==> src/hw/rtl/rnb_pkg.sv <==
// Package for the reoriented normal blend: widths, vector and side-band types,
// and the fixed-point rounding helper. No dependencies.
`timescale 1ns / 1ps
package rnb_pkg;

  localparam int CB  = 16;          // component bits
  localparam int FB  = 14;          // fraction bits
  localparam int MLW = 10;          // min length squared register width
  localparam int VW  = CB + 4;      // vector width into a normaliser
  localparam int SW  = 2 * VW + 2;  // sum of squares width
  localparam int XW  = 62;          // normalised square window
  localparam int RW  = XW / 2;      // square root bits
  localparam int KW  = 6;           // shift count width
  localparam int QB  = FB + 2;      // quotient bits
  localparam int NW  = FB + 33;     // dividend width
  localparam int AW  = FB + 1;      // clamped strength width
  localparam int PW  = 2 * CB + 8;  // product width
  localparam int ONE = 1 << FB;

  typedef logic signed [CB-1:0] comp_t;
  typedef comp_t [2:0] vec_t;
  typedef logic signed [VW-1:0] ncomp_t;
  typedef ncomp_t [2:0] nvec_t;

  typedef struct packed {
    vec_t          base;
    logic [AW-1:0] amount;
  } side_t;

  // round x / 2^FB half away from zero
  function automatic logic signed [PW-1:0] drop_frac(input logic signed [PW-1:0] a);
    logic [PW-1:0] m;
    logic [PW-1:0] r;
    m = a[PW-1] ? PW'(-a) : PW'(a);
    r = (m + (PW'(1) << (FB - 1))) >> FB;
    return a[PW-1] ? $signed(-r) : $signed(r);
  endfunction

endpackage

==> src/hw/rtl/rnb_lerp.sv <==
// Blend stages: bl = base + (r - base) * amount, two register stages.
// Depends on rnb_pkg.
`timescale 1ns / 1ps
module rnb_lerp import rnb_pkg::*; (
  input  logic  clk_i,
  input  logic  rst_ni,
  input  logic  en_i,
  input  logic  valid_i,
  input  vec_t  r_i,
  input  side_t side_i,
  output logic  valid_o,
  output nvec_t bl_o,
  output vec_t  base_o
);

  logic signed [PW-1:0] m_q [3];
  vec_t                 base1_q;
  vec_t                 base2_q;
  nvec_t                bl_q;
  logic [1:0]           vld_q;

  always_ff @(posedge clk_i or negedge rst_ni) begin
    if (!rst_ni) begin
      vld_q <= '0;
    end else if (en_i) begin
      vld_q <= {vld_q[0], valid_i};
    end
  end

  always_ff @(posedge clk_i) begin
    if (en_i) begin
      base1_q <= side_i.base;
      base2_q <= base1_q;
      for (int i = 0; i < 3; i++) begin
        m_q[i]  <= (PW'($signed(r_i[i])) - PW'($signed(side_i.base[i])))
                   * PW'($signed({1'b0, side_i.amount}));
        bl_q[i] <= VW'(PW'($signed(base1_q[i])) + drop_frac(m_q[i]));
      end
    end
  end

  assign valid_o = vld_q[1];
  assign bl_o    = bl_q;
  assign base_o  = base2_q;

endmodule

==> config.mk <==
export PLATFORM = sky130hd
export DESIGN_NAME = rnb_lerp
export DESIGN_NICKNAME = d
export VERILOG_FILES = /design/src/hw/rtl/rnb_pkg.sv /design/src/hw/rtl/rnb_lerp.sv
export SDC_FILE = /design/constraint.sdc
export NUM_CORES = 2
export LEC_CHECK = 0
export BUFFER_PORTS_ARGS = -buffer_cell sky130_fd_sc_hd__buf_2
export CAP_MARGIN = 20
export CORE_ASPECT_RATIO = 0.5
export CORE_MARGIN = 3
export CORE_UTILIZATION = 55
export DETAILED_ROUTE_END_ITERATION = 12
export PLACE_DENSITY_LB_ADDON = 0.25
export RECOVER_POWER = 50
export SLEW_MARGIN = 20
export SYNTH_ARGS = -nofsm -noshare
export SYNTH_HDL_FRONTEND = slang
export SYNTH_SLANG_ARGS = --single-unit
==> constraint.sdc <==
create_clock -name clk_i -period 8.77 [get_ports clk_i]
set_clock_uncertainty 0.15 [all_clocks]
set_input_delay 1.754 -clock clk_i [delete_from_list [all_inputs] [get_ports clk_i]]
set_output_delay 1.754 -clock clk_i [all_outputs]
set_load 0.01 [all_outputs]
==> metrics.yaml <==
yosys:
  synth_ff_type: "edfxtp_1"
  yosysUniqueCellTypes: 93
  ys_ff_latch: 257
  synth_area_leaders: "fa_1 (31%), edfxtp_1 (15%), ha_1 (9.2%), inv_1 (7.6%), xnor2_1 (4.4%)"
  synthArstFlopShare_pct: 0.778
  syn-num-nets: 6758
  syn_area_sq_um: 49900
  synth_edf_count: 255
  synthCells: 5514
  seq_area_frac_synth_pct: 15.5
  avgSynthCellArea_sq_um: 9.04
  ys_warn_count: 0
  synthDominantCellAreaShare_pct: 30.6
  synth_top_area_cell: "fa_1"
clock_tree:
  numCtsBuffers: 27
  clk_pin_slew_ns: 0.06
  clockRootBuffer: "clkbuf_16"
  cts.sink_count: 257
  cts_tree: "yes"
  worstSkewPairLatency_ns: 0.63
  max-clock-path-buffers: 3
  htree_levels: 1
timing:
  final-setup-viol-count: 34
  period_minus_slack_ns: 9.29
  worstMarginPinSlew_ns: 1.04
  relSlewSlack_pct: 30.6
  slew_violations: 0
  finalHoldViolations: 0
  post-route-period-util_pct: 106
  fmax_ghz: 0.108
  rsz0062_at_grt: "yes"
  final.setup.worst_slack_ns: -0.518
worst_hold_path:
  worstHoldStart: "base1_q[7]$_DFFE_PP_"
  hold_end: "base_o[7]$_DFFE_PP_"
  hp-class: "register to register"
  min_path_cells: 0
floorplanning:
  start_util_pct: 55.9
  core_sq_um: 89100
  fp-row-count: 77
  dieArea_sq_um: 94500
  io_pins: 224
  die_y_um: 219
  die_w_um: 432
final_layout:
  syn2layout_area_growth_pct: 21.7
  layout.cells.non_filler: 7435
  nets: 7472
  drive_above_1_share_pct: 22.5
  finalInstanceArea_sq_um: 60700
  fin_util_pct: 68.1
  fill_cells: 6858
  register_area_sq_um: 7710
  multi_input_area_sq_um: 39400
critical_path:
  r2r-end: "bl_o[59]$_DFFE_PP_"
  critPathSlowestCell: "fa_1"
  reg2regPathDepth: 22
  critPathMostFrequentCell: "fa_1"
  startpoint_type: "input port"
  crit_type: "input port to register"
  max_stage_delay_ns: 0.52
  r2r_start: "m_q[0][91]$_DFFE_PP_"
  cp.required_ns: 8.99
  cp.arrival_ns: 9.51
  critPathCaptureType: "register"
  r2r_slack_ns: 1.45
  cp_max_fo: 7
placement:
  place_inst: 7273
  dpl.hpwl_mm: 114
  portBuffers: 223
  postPlaceCellArea_sq_um: 57400
  place_congestion: 0.955
outcome:
  violations: "negative setup slack"
  outcome: "finished, violations left"
drt:
  dr.pass1.iters: 6
  wl_per_cell_um: 19.2
  vias: 42787
  via_per_inst: 5.75
  drt-total-wl_mm: 143
  ant_nets: 0
  drtIter0Drc: 3195
  post-route-drc-count: 0
grt:
  overflow: 0
  grt_usage_pct: 30.2
  grt_max_degree: 137
  antenna_found_initial: 7
  grt_pass1_vias: 43727
  grt_pass1_wl_mm: 230
run:
  drv_cap: 0
[cell usage after synthesis, drive strengths merged (19+ instances only)]
cell    count
nor3b      19
o31a       20
nand2b     63
or3        44
nor4       29
inv      1013
nor2b     100
a31oi      80
o41ai      21
and2      223
a211oi     22
o21ai     152
o211ai     38
clkbuf    273
o31ai      39
nand3     171
nor2      216
fa        762
o22ai      28
nor3       99
buf        24
nand4      44
a21o       61
nand2     450
and3       84
xnor2     249
ha        367
edfxtp    255
a21oi     148
a21boi     23
xor2       80
o21a       23
[area by class of cell]
cell class	instances	area share (%)
diodes	1	0.00412
clock buffers	29	1.13
clock inverters	21	0.322
inverters	1015	6.35
multi-input cells	3945	64.9
flip-flops and latches	257	12.7
well taps	1185	2.44
repair buffers	982	12.1
[per-layer routing]
metal	track usage, %	wire length [um]	vias to the layer above
met5	0	10	-
met4	8.21	4280	2
met3	4.67	11300	270
met2	48.7	65900	1688
met1	42.7	61400	21304
li1	-	-	19523
[kinds of logic (layout without fill, tap and decap cells)]
| group | Yosys count | count (layout) | share of synthesized area, % |
|---|---|---|---|
| adders and majority gates | 1135 | 1135 | 39.9 |
| DFF | 257 | 257 | 15.5 |
| AOI/OAI and AO/OA | 843 | 843 | 11.7 |
| and+or+nand+nor | 1617 | 1617 | 16.7 |
| muxes | 19 | 19 | 0.402 |
| xor gates and xnor gates | 331 | 331 | 5.87 |
| buffers and inverters | 1312 | 2047 | 9.91 |
| other | 0 | 1 | 0 |
[metrics by stage]
step | TNS, ns | hold slack, ns | setup slack [ns]
2_1_floorplan | -6.91 | 0.283 | -0.632
4_1_cts | -5.60 | 0.315 | -0.442
3_5_place_dp | -50.69 | 0.301 | -1.42
6_report | -7.75 | 0.324 | -0.518
5_1_grt | -19.06 | 0.337 | -0.790
3_3_place_gp | -44.94 | 0.289 | -1.24
[worst max-delay path: cells and delay by family]
family / cells / cell delay (ns)
AOI/OAI and AO/OA: 12 / 2.32
xor gates and xnor gates: 1 / 0.10
adders and majority gates: 9 / 3.49
buffers and inverters: 8 / 0.60
and+or+nand+nor: 5 / 1.22
[layout by cell type, fill, tap and decap left out, types with 42 or more instances in the layout]
master    count
inv_1       956
fa_1        739
buf_4       674
nand2_1     437
ha_1        322
edfxtp_1    255
xnor2_1     233
and2_1      218
nor2_1      202
buf_2       185
nand3_1     159
a21oi_1     121
o21ai_0     105
nor2b_1      92
nor3_1       89
xor2_1       76
and3_1       75
a31oi_1      69
nand2b_1     62
a21o_1       60
inv_2        52
buf_6        52
nand4_1      44
ha_4         42
[sequential cells by signal, indices dropped and copies added, names as in the netlist]
register / cells
m_q: 99
base_o: 48
bl_o: 60
base1_q: 48
vld_q: 2
[timing repair]
item / in CTS / in global routing
pin swaps: 227 / 157
resized for setup: 211 / 160
setup endpoints to repair: 43 / 54
endpoints found under the hold margin: 0 / 0
hold buffers: 0 / 0
cloned: 2 / 0
setup buffers: 85 / 39
[worst max-delay path by stage]
| stage | startpoint | endpoint | cells after the start | slack [ns] |
|---|---|---|---|---|
| after floorplan | side_i[16] | m_q[0][31]$_DFFE_PP_ | 31 | -0.63 |
| after global routing | side_i[31] | m_q[0][79]$_DFFE_PP_ | 36 | -0.79 |
| final | r_i[0] | m_q[0][31]$_DFFE_PP_ | 35 | -0.52 |
| after detailed placement | r_i[0] | m_q[0][31]$_DFFE_PP_ | 33 | -1.42 |
| after CTS | r_i[0] | m_q[0][31]$_DFFE_PP_ | 35 | -0.44 |
| after global placement | r_i[0] | m_q[0][31]$_DFFE_PP_ | 33 | -1.24 |
Power is not shown: default switching activity piles up to over one toggle a cycle in this logic, so the estimate is an artifact.
